`src/sv/ps2mct_pkg.sv`:
```
// Shared types and constants for the mouse packet cursor tracker.
package ps2mct_pkg;

   // Widths of the item fields and configuration registers.
   localparam int unsigned BYTE_W   = 8;
   localparam int unsigned POS_W    = 12;
   localparam int unsigned PULL_W   = 4;
   localparam int unsigned SUM_W    = POS_W + 2;
   localparam int unsigned CSR_IDX_W = 2;
   localparam int unsigned REQ_DATA_W = 8;
   localparam int unsigned RSP_DATA_W = 32;

   // Header sync bit and button bits of the first packet byte.
   localparam int unsigned HDR_SYNC_BIT  = 3;
   localparam int unsigned HDR_LEFT_BIT  = 0;
   localparam int unsigned HDR_RIGHT_BIT = 1;

   // Reset values.
   localparam logic [POS_W-1:0]  CURSOR_RESET        = 12'd256;
   localparam logic [POS_W-1:0]  DISP_WIDTH_RESET    = 12'd640;
   localparam logic [POS_W-1:0]  DISP_HEIGHT_RESET   = 12'd480;
   localparam logic [PULL_W-1:0] CURSOR_WIDTH_RESET  = 4'd8;
   localparam logic [PULL_W-1:0] CURSOR_HEIGHT_RESET = 4'd8;

   // Configuration register indexes.
   localparam logic [CSR_IDX_W-1:0] CSR_DISP_WIDTH    = 2'd0;
   localparam logic [CSR_IDX_W-1:0] CSR_DISP_HEIGHT   = 2'd1;
   localparam logic [CSR_IDX_W-1:0] CSR_CURSOR_WIDTH  = 2'd2;
   localparam logic [CSR_IDX_W-1:0] CSR_CURSOR_HEIGHT = 2'd3;

   // Current configuration, handed from the register file to the tracker.
   typedef struct packed {
      logic [POS_W-1:0]  disp_width;
      logic [POS_W-1:0]  disp_height;
      logic [PULL_W-1:0] cursor_width;
      logic [PULL_W-1:0] cursor_height;
   } cfg_type;

endpackage

```
`src/sv/ps2mct_axis_clamp.sv`:
```
// Clamp of one cursor axis against the screen bound and the cursor pull-back.
module ps2mct_axis_clamp
   import ps2mct_pkg::*;
(
   input  logic signed [SUM_W-1:0] pos_sum,
   input  logic [POS_W-1:0]        bound,
   input  logic [PULL_W-1:0]       pull,
   output logic [POS_W-1:0]        pos_out
);

   logic signed [SUM_W-1:0] bound_s;
   logic [POS_W-1:0]        pull_ext;

   assign bound_s  = signed'({2'b00, bound});
   assign pull_ext = {{(POS_W-PULL_W){1'b0}}, pull};

   // Above the bound pulls back from it (saturating at zero); below one
   // pushes in from the left or top edge.
   always_comb begin
      if (pos_sum > bound_s) begin
         pos_out = (bound >= pull_ext) ? (bound - pull_ext) : '0;
      end else if (pos_sum < SUM_W'(1)) begin
         pos_out = pull_ext + POS_W'(1);
      end else begin
         pos_out = pos_sum[POS_W-1:0];
      end
   end

endmodule

```
`src/sv/ps2mct_tracker.sv`:
```
// Packet byte sequencer, cursor state and result register.
module ps2mct_tracker
   import ps2mct_pkg::*;
(
   input  logic                  clock,
   input  logic                  reset,
   input  cfg_type               cfg,
   input  logic                  in_valid,
   input  logic [BYTE_W-1:0]     in_byte,
   output logic                  in_take,
   output logic                  out_valid,
   input  logic                  out_ready,
   output logic [POS_W-1:0]      out_pos_x,
   output logic [POS_W-1:0]      out_pos_y,
   output logic                  out_pressed
);

   typedef enum logic [1:0] {
      PH_HUNT = 2'd0,
      PH_DX   = 2'd1,
      PH_DY   = 2'd2
   } phase_type;

   phase_type               phase_ff, phase_in;
   logic [BYTE_W-1:0]       header_ff, header_in;
   logic [BYTE_W-1:0]       dx_ff, dx_in;
   logic [POS_W-1:0]        cursor_x_ff, cursor_x_in;
   logic [POS_W-1:0]        cursor_y_ff, cursor_y_in;
   logic                    out_valid_ff, out_valid_in;
   logic [POS_W-1:0]        out_x_ff, out_x_in;
   logic [POS_W-1:0]        out_y_ff, out_y_in;
   logic                    out_pressed_ff, out_pressed_in;

   logic                    out_free;
   logic signed [SUM_W-1:0] sum_x;
   logic signed [SUM_W-1:0] sum_y;
   logic [POS_W-1:0]        clamp_x;
   logic [POS_W-1:0]        clamp_y;

   // The result register frees up when empty or being taken this cycle.
   assign out_free = !out_valid_ff || out_ready;
   assign in_take  = in_valid && out_free;

   // X adds the delta; device Y is inverted, so Y subtracts it.
   assign sum_x = signed'({2'b00, cursor_x_ff}) + SUM_W'(signed'(dx_ff));
   assign sum_y = signed'({2'b00, cursor_y_ff}) - SUM_W'(signed'(in_byte));

   ps2mct_axis_clamp u_clamp_x (
      .pos_sum (sum_x),
      .bound   (cfg.disp_width),
      .pull    (cfg.cursor_width),
      .pos_out (clamp_x)
   );

   ps2mct_axis_clamp u_clamp_y (
      .pos_sum (sum_y),
      .bound   (cfg.disp_height),
      .pull    (cfg.cursor_height),
      .pos_out (clamp_y)
   );

   // Next state for each byte taken; the third byte loads the result register.
   always_comb begin
      phase_in       = phase_ff;
      header_in      = header_ff;
      dx_in          = dx_ff;
      cursor_x_in    = cursor_x_ff;
      cursor_y_in    = cursor_y_ff;
      out_valid_in   = out_valid_ff && !out_ready;
      out_x_in       = out_x_ff;
      out_y_in       = out_y_ff;
      out_pressed_in = out_pressed_ff;
      if (in_take) begin
         unique case (phase_ff)
            PH_DX: begin
               dx_in    = in_byte;
               phase_in = PH_DY;
            end
            PH_DY: begin
               phase_in       = PH_HUNT;
               cursor_x_in    = clamp_x;
               cursor_y_in    = clamp_y;
               out_valid_in   = 1'b1;
               out_x_in       = clamp_x;
               out_y_in       = clamp_y;
               out_pressed_in = header_ff[HDR_LEFT_BIT] | header_ff[HDR_RIGHT_BIT];
            end
            default: begin
               // Hunting: every byte is latched, only a sync bit starts a packet.
               header_in = in_byte;
               phase_in  = in_byte[HDR_SYNC_BIT] ? PH_DX : PH_HUNT;
            end
         endcase
      end
   end

   always_ff @(posedge clock) begin
      if (reset) begin
         phase_ff     <= PH_HUNT;
         header_ff    <= '0;
         dx_ff        <= '0;
         cursor_x_ff  <= CURSOR_RESET;
         cursor_y_ff  <= CURSOR_RESET;
         out_valid_ff <= 1'b0;
      end else begin
         phase_ff     <= phase_in;
         header_ff    <= header_in;
         dx_ff        <= dx_in;
         cursor_x_ff  <= cursor_x_in;
         cursor_y_ff  <= cursor_y_in;
         out_valid_ff <= out_valid_in;
      end
      out_x_ff       <= out_x_in;
      out_y_ff       <= out_y_in;
      out_pressed_ff <= out_pressed_in;
   end

   assign out_valid   = out_valid_ff;
   assign out_pos_x   = out_x_ff;
   assign out_pos_y   = out_y_ff;
   assign out_pressed = out_pressed_ff;

endmodule

```
`src/sv/ps2_mouse_packet_cursor_tracker_unit.sv`:
```
// Mouse packet cursor tracker: input register, configuration registers and tracker.
//
// Takes one raw mouse byte per item and, on the third byte of each three-byte
// packet, returns the clamped cursor position and a button-pressed flag. A
// byte without bit 3 set is dropped while hunting for a header. The block
// accepts one byte every cycle; a byte passes an input register and then the
// add-and-clamp logic into the result register, and a result item is offered
// once its last byte is loaded there. Back-pressure on the result side stalls
// the input only once both the result register and the input register are
// full.
// Configuration registers should be written only while no packet is in flight.
module ps2_mouse_packet_cursor_tracker_unit
   import ps2mct_pkg::*;
(
   input  logic                  clock,
   input  logic                  reset,
   // Input items.
   input  logic                  req_tvalid,
   output logic                  req_tready,
   input  logic [REQ_DATA_W-1:0] req_tdata,   // [7:0] rx_byte
   // Result items.
   output logic                  rsp_tvalid,
   input  logic                  rsp_tready,
   output logic [RSP_DATA_W-1:0] rsp_tdata,   // [11:0] pos_x, [23:12] pos_y,
                                              // [24] pressed, [31:25] zero
   // Configuration writes.
   input  logic                  csr_we,
   input  logic [CSR_IDX_W-1:0]  csr_index,
   input  logic [POS_W-1:0]      csr_wdata
);

   cfg_type             cfg_ff, cfg_in;
   logic                in_valid_ff, in_valid_in;
   logic [BYTE_W-1:0]   in_byte_ff, in_byte_in;
   logic                in_take;
   logic [POS_W-1:0]    pos_x;
   logic [POS_W-1:0]    pos_y;
   logic                pressed;

   // Configuration register file.
   always_comb begin
      cfg_in = cfg_ff;
      if (csr_we) begin
         unique case (csr_index)
            CSR_DISP_WIDTH:    cfg_in.disp_width    = csr_wdata;
            CSR_DISP_HEIGHT:   cfg_in.disp_height   = csr_wdata;
            CSR_CURSOR_WIDTH:  cfg_in.cursor_width  = csr_wdata[PULL_W-1:0];
            CSR_CURSOR_HEIGHT: cfg_in.cursor_height = csr_wdata[PULL_W-1:0];
            default:           cfg_in = cfg_ff;
         endcase
      end
   end

   // Input register: refilled whenever it is empty or drains this cycle.
   assign req_tready  = !in_valid_ff || in_take;
   assign in_valid_in = (req_tvalid && req_tready) || (in_valid_ff && !in_take);
   assign in_byte_in  = (req_tvalid && req_tready) ? req_tdata[BYTE_W-1:0] : in_byte_ff;

   always_ff @(posedge clock) begin
      if (reset) begin
         cfg_ff.disp_width    <= DISP_WIDTH_RESET;
         cfg_ff.disp_height   <= DISP_HEIGHT_RESET;
         cfg_ff.cursor_width  <= CURSOR_WIDTH_RESET;
         cfg_ff.cursor_height <= CURSOR_HEIGHT_RESET;
         in_valid_ff          <= 1'b0;
      end else begin
         cfg_ff      <= cfg_in;
         in_valid_ff <= in_valid_in;
      end
      in_byte_ff <= in_byte_in;
   end

   ps2mct_tracker u_tracker (
      .clock       (clock),
      .reset       (reset),
      .cfg         (cfg_ff),
      .in_valid    (in_valid_ff),
      .in_byte     (in_byte_ff),
      .in_take     (in_take),
      .out_valid   (rsp_tvalid),
      .out_ready   (rsp_tready),
      .out_pos_x   (pos_x),
      .out_pos_y   (pos_y),
      .out_pressed (pressed)
   );

   // Result packing, first field in the lowest bits.
   assign rsp_tdata = {{(RSP_DATA_W - 2*POS_W - 1){1'b0}}, pressed, pos_y, pos_x};

endmodule

```
`config.mk`:
```
export PLATFORM = sky130hd
export DESIGN_NAME = ps2_mouse_packet_cursor_tracker_unit
export DESIGN_NICKNAME = d
export VERILOG_FILES = /design/src/sv/ps2mct_pkg.sv /design/src/sv/ps2mct_axis_clamp.sv /design/src/sv/ps2mct_tracker.sv /design/src/sv/ps2_mouse_packet_cursor_tracker_unit.sv
export SDC_FILE = /design/constraint.sdc
export NUM_CORES = 1
export LEC_CHECK = 0
export BUFFER_PORTS_ARGS = -buffer_cell sky130_fd_sc_hd__buf_2
export CORE_MARGIN = 5
export CORE_UTILIZATION = 45
export DETAILED_ROUTE_END_ITERATION = 12
export GPL_ROUTABILITY_DRIVEN = 0
export GPL_TIMING_DRIVEN = 0
export PLACE_DENSITY = 0.65
export SYNTH_ARGS = -nofsm -noshare
export SYNTH_HDL_FRONTEND = slang
export SYNTH_HIERARCHICAL = 1
export SYNTH_SLANG_ARGS = --single-unit
```
`constraint.sdc`:
```
create_clock -name clock -period 3.7 [get_ports clock]
set_clock_uncertainty 0.1 [all_clocks]
set_input_delay 0 -clock clock [delete_from_list [all_inputs] [get_ports clock]]
set_output_delay 0 -clock clock [all_outputs]
set_load 0.03 [all_outputs]
```
==> reports/metrics.cfg <==
[worst_setup_path]
cp-start-kind=flip-flop
reg2reg_slack_ps=-370
required_ps=3890
cp-startpoint=in_byte_ff[7]
worstPathMaxFanout=6
crit_type=reg -> reg
r2r_start=in_byte_ff[7]
crit_path_end_kind=flip-flop
arrival_ps=4260

[route]
ant_nets=0
detailedRoute.firstPassIterationCount=5
vias=6243
viasPerCell=5.39
drc_errors=0
post_drt_wl_per_cell_um=16.7
drt_iter0_drc=405
routed_wl_um=19400

[min_path]
min_from=reset
hp-class=in -> reg

[clocking]
cts_tree=done
cts_root_buf=clkbuf_16
cts_buffers=9
cts_buffer_depth=2
cts.sinks=103
htreeDepth=3
clock_latency_ps=370
clk_pin_slew_worst_paths_ps=80

[timing]
hold_slack_ps=75.7
setup_viol=48
hold_viol=0
period_share_pct=110
relSlewSlack_pct=43.6
setup_slack_ps=-371
tns_ps=-10690
fin_crit_ps=4070
rsz0062_at_grt=yes
drv_slew=0
worstMarginPinSlew_ps=846
max_freq_mhz=246

[power_and_ir_drop]
clkPwrFrac_pct=34.1
finalPower_mw=2.83
power_density_nw_per_um2=307
peakVddDrop_uv=228
p_sw_mw=0.858
pwr-share-seq_pct=43.3
combPwrFrac_pct=22.7
leakage_nw=3.68
cell_internal_pwr_mw=1.97
p_sw_share_pct=30.3

[final_layout]
layout-drive-gt1-share_pct=24.1
postLayoutCoreUtil_pct=58.5
seq_area_um2=2400
final_cell_mix=86 x nand2_1, 65 x inv_1, 62 x dfxtp_1, 59 x buf_2, 55 x a21oi_1
final_nets=1031
multiInputGateArea_um2=4920
final_common_cell=nand2_1
final_area_um2=9200
num-fill-cells=1373
fin_cells=1159
area_growth_pct=29.0
n_antenna_cell=0

[logic_synthesis]
ys_warn_count=6
synth-seq-area-share_pct=33.5
synthDistinctLibCells=70
syn-cell-area_um2=7130
synth_edf_count=33
synthFlopType=dfxtp_1
syn_inst=805
avgSynthCellArea_um2=8.86
ys_ff_latch=103
async_flop_share_pct=0

[die]
dieHeight_um=136
dieArea_um2=18500
start_util_pct=45.4
core_um2=15700
io_pins=61
fp.dieW_um=136
num_rows=46

[global_routing]
first_global_vias=6055
grt_pass1_wl_um=30500
overflow=0
track_usage_pct=21.2
grt_max_degree=35
antenna_found_initial=0

[placed_design]
place_area_um2=7710
place_ws_ps=-563
io_buffers=53
place_inst=1080
dp_hpwl_um=13600

[run_status]
violations=setup timing
status=finished with violations

[run]
maxCapViolCount=0

## cell type report
type,count,share of cell area [%]
Sequential cell,103,26.1
Buffer,29,1.93
Inverter,71,2.94
Tap cell,216,2.94
Multi-Input combinational cell,608,53.5
Clock buffer,9,2.45
Clock inverter,7,0.735
Timing Repair Buffer,116,9.39
## cells by family after synthesis
logic type / count (synthesis) / synth area share (%)
AO/OA/AOI/OAI: 166 / 16.2
AND/OR/NAND/NOR: 282 / 20.3
buffers and inverters: 100 / 6.05
adder cells (fa/ha/maj): 66 / 12.0
XOR/XNOR: 25 / 3.07
flip-flops: 103 / 33.5
multiplexers: 62 / 8.70
other: 1 / 0.0526
## path summary, 6_finish.rpt
| check | endpoint | cells past startpoint |
|---|---|---|
| worst max-delay path | u_tracker/cursor_y_ff[3] | 17 |
| worst min-delay path | cfg_ff[4] | 3 |
| worst max register to register | u_tracker/cursor_y_ff[3] | 17 |
| worst min register to register | u_tracker/header_ff[1] | 2 |
## per-layer routing
metal	global-route usage, %	wire [µm]	up-vias
li1	-	-	3106
met1	28.7	9160	2938
met2	33.9	8810	157
met3	3.66	843	42
met4	8.12	546	0
met5	0	0	-
## power by group through the flow
stage                     registers [mW]  clock network (mW)  logic [mW]
after floorplan                     1.24                   0       0.335
after global placement              1.25                   0       0.444
after detailed placement            1.25                   0       0.450
after CTS                           1.22               0.977       0.609
after global routing                1.23                1.02       0.692
final                               1.22               0.964       0.641
## cells in the mapped netlist (all sizes together) (6+ instances only)
cell type	count	area, µm²
a211oi	7	82.6
a21o	12	90.1
a21oi	65	329
a31oi	6	56.3
buf	17	120
clkbuf	12	45.0
dfxtp	70	1400
edfxtp	33	991
ha	62	776
inv	71	267
mux2i	62	621
nand2	89	334
nand2b	57	372
nand3	31	165
nor2	46	175
nor2b	7	43.8
nor3	15	75.1
nor4	8	50.1
o211ai	6	45.0
o21a	10	75.1
o21ai	22	110
o31a	7	61.3
xnor2	19	166
xor2	6	52.6
## flip-flops by register name (all words and copies together) (netlist names)
register               count
cfg_ff                    32
u_tracker/out_valid        1
u_tracker/out_pos_x       12
u_tracker/out_pressed      1
u_tracker/header_ff        2
u_tracker/dx_ff            8
u_tracker/out_pos_y       12
in_valid_ff                1
in_byte_ff                 8
u_tracker/phase_ff         2
u_tracker/cursor_x_ff     12
u_tracker/cursor_y_ff     12
## critical path: stages (launching register included)
cell,delay (ps)
edfxtp_1,460
clkinvlp_4,200
ha_1,400
o21ai_0,170
o21ai_0,100
o211ai_1,180
o211ai_1,210
xnor2_2,200
ha_1,310
nand4_1,120
or4_4,480
a31oi_4,190
o221ai_4,140
buf_12,160
buf_12,140
mux2i_4,230
nand2_1,90
a21oi_1,120
## what timing repair did
item                                    4_1_cts  5_1_grt
pin swaps                                    32       22
endpoints found under the setup margin       48       48
gates resized for setup                      87       37
endpoints found under the hold margin        42        0
setup buffers                                25        8
gates cloned                                  2        0
hold buffers                                 29        0
No activity file was read; power rests on OpenSTA's default activity.
